## src/sv/msws_pkg.sv

```systemverilog
// ----------------------------------------------------------------------------
// msws_pkg: shared types and codes for the multi-slot wake scheduler
// Transaction payloads for both channels and the opcode values.
// ----------------------------------------------------------------------------
package msws_pkg;

  localparam logic [2:0] OP_TICK          = 3'd0;
  localparam logic [2:0] OP_PROG_INTERVAL = 3'd1;
  localparam logic [2:0] OP_PROG_ONESHOT  = 3'd2;
  localparam logic [2:0] OP_DISABLE       = 3'd3;
  localparam logic [2:0] OP_QUERY         = 3'd4;

  localparam logic [31:0] DELAY_SAT = 32'hFFFF_FFFF;

  typedef struct packed {
    logic [2:0]  opcode;
    logic [63:0] now_ms;
    logic [7:0]  slot;
    logic [31:0] source_mask;
    logic [31:0] interval_ms;
    logic        due_now;
    logic [63:0] due_at_ms;
  } in_t;

  typedef struct packed {
    logic        accepted;
    logic [31:0] due_mask;
    logic [31:0] next_delay_ms;
    logic        any_enabled;
  } out_t;

endpackage

```

## src/sv/multi_slot_wake_scheduler.sv

```systemverilog
// ----------------------------------------------------------------------------
// multi_slot_wake_scheduler: table of periodic and one-shot wake slots
// Sequencer over a slot table with one shared remainder unit for catch-up.
// ----------------------------------------------------------------------------
// Usage:
//   Input channel (in_valid/in_stall/in_data) carries one opcode per
//   transaction: tick, program interval, program one-shot, disable, query.
//   Output channel (out_valid/out_stall/out_data) returns exactly one result
//   per input transaction, in order.
//   Each repeating slot that comes due on a tick adds a catch-up step
//   in the shared restoring remainder unit, one quotient bit a cycle.
//   The slot table is scanned one entry at a time through a single
//   registered read port.
//   in_stall is high while a transaction is being worked on; one item at a
//   time. A finished result sits in the output register; while out_stall is
//   high the sequencer holds the next result until the register frees up.
//   Reset (rst, synchronous) disables every slot and empties the output
//   register; table contents are only read behind their enable bits, so
//   no clearing pass is needed.
// ----------------------------------------------------------------------------
module multi_slot_wake_scheduler #(
  parameter int SLOT_COUNT = 8
) (
  input  logic            clk,
  input  logic            rst,
  input  logic            in_valid,
  output logic            in_stall,
  input  msws_pkg::in_t   in_data,
  output logic            out_valid,
  input  logic            out_stall,
  output msws_pkg::out_t  out_data
);

  localparam int IW = (SLOT_COUNT > 1) ? $clog2(SLOT_COUNT) : 1;
  localparam logic [IW-1:0] LAST_IDX = IW'(SLOT_COUNT - 1);

  typedef struct packed {
    logic [31:0] mask;
    logic [63:0] due;
    logic [31:0] interval;
    logic        repeating;
  } entry_t;

  typedef enum logic [3:0] {
    S_IDLE, S_APPLY, S_RD, S_EVAL, S_DIV, S_FIX1, S_FIX2, S_MINUP,
    S_NEXT, S_DELAY, S_OUT
  } state_t;

  state_t                 state;
  msws_pkg::in_t          item;
  logic [SLOT_COUNT-1:0]  enabled;
  logic [IW-1:0]          scan_idx;
  logic                   acc;
  logic [31:0]            dmask;
  logic                   found;
  logic [63:0]            earliest;
  logic [63:0]            lag;
  logic [31:0]            rem;
  logic [5:0]             div_cnt;
  logic [63:0]            fix_base;
  logic                   bump;
  logic [63:0]            cur_due;
  logic [31:0]            res_delay;

  entry_t                 mem [SLOT_COUNT];
  entry_t                 rd_entry;
  logic                   wr_en;
  logic [IW-1:0]          wr_addr;
  entry_t                 wr_entry;

  logic                   in_range;
  logic [IW-1:0]          item_idx;
  logic                   prog_iv_ok;
  logic                   prog_os_ok;
  logic [32:0]            div_trial;
  logic [32:0]            div_sub;
  logic                   div_ge;
  logic [32:0]            step;
  logic [63:0]            new_due;
  logic [63:0]            delay_diff;

  assign in_range   = item.slot < 8'(SLOT_COUNT);
  assign item_idx   = item.slot[IW-1:0];
  assign prog_iv_ok = in_range && (item.source_mask != 32'd0) && (item.interval_ms != 32'd0);
  assign prog_os_ok = in_range && (item.source_mask != 32'd0);

  // restoring remainder step: one dividend bit per cycle
  assign div_trial = {rem, lag[63]};
  assign div_ge    = div_trial >= {1'b0, rd_entry.interval};
  assign div_sub   = div_trial - {1'b0, rd_entry.interval};

  // new due = now - r + iv (+ iv again when r + iv/2 reaches iv)
  assign step    = bump ? {rd_entry.interval, 1'b0} : {1'b0, rd_entry.interval};
  assign new_due = fix_base + {31'd0, step};

  assign delay_diff = earliest - item.now_ms;

  assign in_stall = (state != S_IDLE);

  always_comb begin
    wr_en    = 1'b0;
    wr_addr  = scan_idx;
    wr_entry = rd_entry;
    if (state == S_APPLY) begin
      wr_addr            = item_idx;
      wr_entry.mask      = item.source_mask;
      if (item.opcode == msws_pkg::OP_PROG_INTERVAL) begin
        wr_en              = prog_iv_ok;
        wr_entry.interval  = item.interval_ms;
        wr_entry.due       = item.now_ms + (item.due_now ? 64'd0 : {32'd0, item.interval_ms});
        wr_entry.repeating = 1'b1;
      end else begin
        wr_en              = (item.opcode == msws_pkg::OP_PROG_ONESHOT) && prog_os_ok;
        wr_entry.interval  = 32'd0;
        wr_entry.due       = item.due_at_ms;
        wr_entry.repeating = 1'b0;
      end
    end else if (state == S_FIX2) begin
      wr_en        = 1'b1;
      wr_entry.due = new_due;
    end
  end

  always_ff @(posedge clk) begin
    if (wr_en) begin
      mem[wr_addr] <= wr_entry;
    end
    rd_entry <= mem[scan_idx];
  end

  always_ff @(posedge clk) begin
    if (rst) begin
      state     <= S_IDLE;
      enabled   <= '0;
      out_valid <= 1'b0;
    end else begin
      if (state == S_OUT && (!out_valid || !out_stall)) begin
        out_valid <= 1'b1;
      end else if (out_valid && !out_stall) begin
        out_valid <= 1'b0;
      end
      unique case (state)
        S_IDLE: begin
          if (in_valid) begin
            item  <= in_data;
            state <= S_APPLY;
          end
        end
        S_APPLY: begin
          dmask    <= 32'd0;
          found    <= 1'b0;
          earliest <= 64'd0;
          scan_idx <= '0;
          state    <= S_RD;
          unique case (item.opcode)
            msws_pkg::OP_TICK:  acc <= 1'b1;
            msws_pkg::OP_QUERY: acc <= 1'b1;
            msws_pkg::OP_PROG_INTERVAL: begin
              acc <= prog_iv_ok;
              if (prog_iv_ok) enabled[item_idx] <= 1'b1;
            end
            msws_pkg::OP_PROG_ONESHOT: begin
              acc <= prog_os_ok;
              if (prog_os_ok) enabled[item_idx] <= 1'b1;
            end
            msws_pkg::OP_DISABLE: begin
              acc <= in_range;
              if (in_range) enabled[item_idx] <= 1'b0;
            end
            default: acc <= 1'b0;
          endcase
        end
        S_RD: begin
          state <= S_EVAL;
        end
        S_EVAL: begin
          state <= S_NEXT;
          if (enabled[scan_idx]) begin
            if (item.opcode == msws_pkg::OP_TICK && item.now_ms >= rd_entry.due) begin
              dmask <= dmask | rd_entry.mask;
              if (rd_entry.repeating && rd_entry.interval != 32'd0) begin
                lag     <= item.now_ms - rd_entry.due;
                rem     <= 32'd0;
                div_cnt <= 6'd63;
                state   <= S_DIV;
              end else begin
                enabled[scan_idx] <= 1'b0;
              end
            end else if (!found || rd_entry.due < earliest) begin
              earliest <= rd_entry.due;
              found    <= 1'b1;
            end
          end
        end
        S_DIV: begin
          rem     <= div_ge ? div_sub[31:0] : div_trial[31:0];
          lag     <= {lag[62:0], 1'b0};
          div_cnt <= div_cnt - 6'd1;
          if (div_cnt == 6'd0) begin
            state <= S_FIX1;
          end
        end
        S_FIX1: begin
          fix_base <= item.now_ms - {32'd0, rem};
          bump     <= ({1'b0, rem} + {2'b0, rd_entry.interval[31:1]})
                      >= {1'b0, rd_entry.interval};
          state    <= S_FIX2;
        end
        S_FIX2: begin
          cur_due <= new_due;
          state   <= S_MINUP;
        end
        S_MINUP: begin
          if (!found || cur_due < earliest) begin
            earliest <= cur_due;
            found    <= 1'b1;
          end
          state <= S_NEXT;
        end
        S_NEXT: begin
          if (scan_idx == LAST_IDX) begin
            state <= S_DELAY;
          end else begin
            scan_idx <= scan_idx + 1'b1;
            state    <= S_RD;
          end
        end
        S_DELAY: begin
          if (found && item.now_ms < earliest) begin
            res_delay <= (delay_diff[63:32] != 32'd0) ? msws_pkg::DELAY_SAT
                                                      : delay_diff[31:0];
          end else begin
            res_delay <= 32'd1;
          end
          state <= S_OUT;
        end
        S_OUT: begin
          if (!out_valid || !out_stall) begin
            out_data.accepted      <= acc;
            out_data.due_mask      <= dmask;
            out_data.next_delay_ms <= res_delay;
            out_data.any_enabled   <= found;
            state                  <= S_IDLE;
          end
        end
        default: state <= S_IDLE;
      endcase
    end
  end

  // remainder always stays below the divisor during the divide
  a_rem_bound: assert property (@(posedge clk) disable iff (rst)
    state == S_DIV |-> rem < rd_entry.interval)
    else $error("remainder out of range");

  a_div_end: assert property (@(posedge clk) disable iff (rst)
    (state == S_DIV && div_cnt == 6'd0) |=> state == S_FIX1)
    else $error("divide did not finish after 64 steps");

  a_accept: assert property (@(posedge clk) disable iff (rst)
    (in_valid && !in_stall) |=> state == S_APPLY)
    else $error("accepted transaction not applied");

  a_result: assert property (@(posedge clk) disable iff (rst)
    (state == S_OUT && (!out_valid || !out_stall))
      |=> (out_valid && out_data.next_delay_ms != 32'd0 && state == S_IDLE))
    else $error("result not delivered or zero delay");

endmodule

```

## config.mk

```make
export PLATFORM = sky130hd
export DESIGN_NAME = multi_slot_wake_scheduler
export DESIGN_NICKNAME = d
export VERILOG_FILES = /design/src/sv/msws_pkg.sv /design/src/sv/multi_slot_wake_scheduler.sv
export SDC_FILE = /design/constraint.sdc
export NUM_CORES = 2
export LEC_CHECK = 0
export BUFFER_PORTS_ARGS = -buffer_cell sky130_fd_sc_hd__buf_4
export CORE_UTILIZATION = 35
export DETAILED_ROUTE_END_ITERATION = 7
export PLACE_DENSITY = 0.6
export REMOVE_ABC_BUFFERS = 1
export SLEW_MARGIN = 20
export SYNTH_ARGS = -nofsm -noshare
export SYNTH_HDL_FRONTEND = slang
export SYNTH_SLANG_ARGS = --single-unit
```

## constraint.sdc

```tcl
create_clock -name clk -period 46.6 [get_ports clk]
set_input_delay 9.32 -clock clk [delete_from_list [all_inputs] [get_ports clk]]
set_output_delay 9.32 -clock clk [all_outputs]
set_load 0.01 [all_outputs]
```

==> impl_metrics.json <==
{
  "coreArea_sq_um": 243000,
  "skew_ps": 71.8,
  "clk_pin_slew_worst_paths_ps": 70,
  "crit_family": "simple AND/OR/NAND/NOR gates",
  "holdPathStages": 2,
  "htreeDepth": 4,
  "viasPerCell": 5.62,
  "critPathMaxFanout": 17,
  "tightest_slew_ps": 1170,
  "worst-path-buf-inv": 1,
  "place_ws_ps": 34470,
  "grt_pass1_vias": 58981,
  "place_hpwl_um": 186000,
  "ys_seq_area_share_pct": 61.7,
  "synth_cells": 7011,
  "finalSetupTns_ps": 0,
  "first_pass_iters": 6,
  "root_buffer": "clkbuf_16",
  "cts_buffers": 197,
  "post-cts-setup-buffers": 0,
  "yosys.area.top_type": "edfxtp_1",
  "hold_end": "rd_entry[20]",
  "drt_wl_total_um": 272000,
  "drc_errors": 0,
  "io_pins": 276,
  "area_growth_syn_to_layout_pct": 14.7,
  "synth_seq_cells": 1808,
  "power.density_nw_per_um2": 39.6,
  "post-route-period-util_pct": 24.9,
  "synth.top_cell.area_share_pct": 58.3,
  "drtAntennaViolNets": 0,
  "setup_viol": 0,
  "worst_slack_ps": 34980,
  "mappedNetlistArea_sq_um": 85800,
  "maxCapViolCount": 0,
  "multi_input_area_sq_um": 30600,
  "report.final.slew_viol_count": 0,
  "antenna_found_initial": 4,
  "r2r_start": "item[64]",
  "die_y_um": 497,
  "rows": 181,
  "synth.most_common_cell": "edfxtp_1",
  "run_status": "completed",
  "cellLeakagePower_nw": 35.1,
  "slowest_stage": "dfxtp_1",
  "yosys-top-cells-count": "1666 x edfxtp_1, 523 x a22oi_1, 523 x nand2_1",
  "portBuffers": 275,
  "grt_usage_pct": 21.4,
  "hp-class": "flip-flop to flip-flop",
  "regArea_sq_um": 52900,
  "final_nets": 7912,
  "clock_latency_ps": 860,
  "grt_pass1_wl_um": 395000,
  "ir_drop_mv": 0.0289,
  "hp-start": "mem[5][20]",
  "synth_area_leaders": "edfxtp_1 58%, ha_1 6.6%, a22oi_1 4.6%, dfxtp_1 3.3%, a21oi_1 2.5%",
  "grt_max_degree": 132,
  "hold_buffers": 0,
  "max_stage_delay_ps": 470,
  "cp-start-kind": "flip-flop",
  "crit_chain": "or2_0 > or3_1 > buf_4",
  "synth-edff-count": 1666,
  "gp_congestion": 0.971,
  "vias": 59713,
  "hold_viol": 0,
  "cts_resized": 0,
  "slew_headroom_pct": 22.3,
  "final_util_pct": 40.4,
  "reg2regPathDepth": 17,
  "r2r_slack_ps": 40210,
  "initial_utilization_pct": 35.2,
  "r2r-end": "mem[1][92]",
  "async_reset_ff_share_pct": 0,
  "yosysWarnings": 0,
  "max_freq_mhz": 86.1,
  "post-route-min-period_ps": 11620,
  "critPathArrivalTime_ps": 2300,
  "drt_first_iter_violations": 6454,
  "fillers": 22822,
  "numClockSinks": 1808,
  "fp.dieW_um": 497,
  "required_ps": 37280,
  "drive_gt1_share_pct": 10.1,
  "clockBufferDepth": 3,
  "crit_path_end_kind": "output port",
  "synthFlopType": "edfxtp_1",
  "finalPower_w": 0.00389,
  "gr-total-overflow": 0,
  "hold_slack_ps": 448,
  "crit_type": "flip-flop to output port",
  "syn_area_per_cell_sq_um": 12.2,
  "die_area_sq_um": 247000,
  "rsz0062_at_grt": "no",
  "cts_tree": "done",
  "routedWlPerCell_um": 25.6,
  "yosys.cell_types.count": 96
}
-- flip-flops by register name (all words and copies together) (netlist names), 64 cells and up, named ones only --
name	flops
lag	64
cur_due	64
out_data	66
rd_entry	129
fix_base	64
item	204
mem	1032
earliest	64
-- cell usage in the layout, fill, tap and decap left out, types with 77 or more instances in the layout --
master / Yosys / layout
edfxtp_1: 1666 / 1666
a22oi_1: 523 / 523
nand2_1: 523 / 521
ha_1: 450 / 450
a21oi_1: 425 / 424
nor2_1: 423 / 408
o21ai_0: 389 / 389
inv_1: 356 / 356
buf_4: 3 / 340
nand4_1: 226 / 226
xnor2_1: 208 / 208
clkbuf_16: 0 / 199
a21o_1: 160 / 160
dfxtp_1: 142 / 142
xor2_1: 120 / 120
nor3_1: 113 / 110
nor2b_1: 107 / 105
nand3_1: 98 / 98
nand2b_1: 77 / 77
-- through the flow --
stage	area [sq um]	cells
floorplan	84600	6698
global placement	91500	10248
detailed placement	91500	10249
CTS	98300	10622
global route	98300	10624
finish	98300	10625
-- kinds of logic (layout without fill, tap and decap cells) --
family,count (synthesis),count (layout),synth area share (%)
AOI/OAI and AO/OA,1932,1932,14.8
DFF,1808,1808,61.7
and+or+nand+nor,1776,1776,10.0
buffers and inverters,671,1081,2.96
adders and majority gates,457,457,6.73
xor gates and xnor gates,328,328,3.35
muxes,39,39,0.463
other,0,2,0
-- how the worst max path moves through the flow --
stage / cells after the start / endpoint / start / slack (ps)
after floorplan: 1 / item[0] / rst / 21600
after global placement: 5 / item[137] / rst / 34610
after detailed placement: 5 / item[138] / rst / 34470
after CTS: 3 / in_stall / state[1] / 34930
after global routing: 3 / in_stall / state[1] / 34850
final: 3 / in_stall / state[1] / 34980
-- layer usage --
metal  vias up  track usage (%)  wire length [um]
met5         -                0                 9
met4         2             7.50              9370
met3       432             2.94             17700
met2      2391             35.4            128000
met1     29699             28.6            116000
li1      27189                -                 -
-- where the power goes --
group	leakage, nW	switching [W]	internal, W
sequential	16.3	0.0000393	0.00183
clock	3.27	0.000690	0.000926
combinational	15.6	0.000262	0.000145
-- final cells by class --
cell class	instances	share of cell area (%)
sequential	1808	53.8
multi-input combinational	4532	31.1
clock buffer	248	5.41
tap	3202	4.07
timing repair buffer	350	2.79
clock inverter	125	1.48
inverter	358	1.37
antenna	2	0.00509
-- worst register-to-register path, stage by stage, from the launching register on --
cell	delay, ps
edfxtp_1	330
buf_4	340
nand2b_1	270
inv_1	80
ha_1	300
a211oi_1	340
o211ai_1	250
a221o_1	430
a21oi_1	630
a31oi_1	220
o41ai_1	560
o311ai_1	280
a31o_2	400
nand3_1	430
nor2_1	140
and3_1	230
xnor2_1	160
o21ai_0	690
No activity file was read; power rests on OpenSTA's default activity.
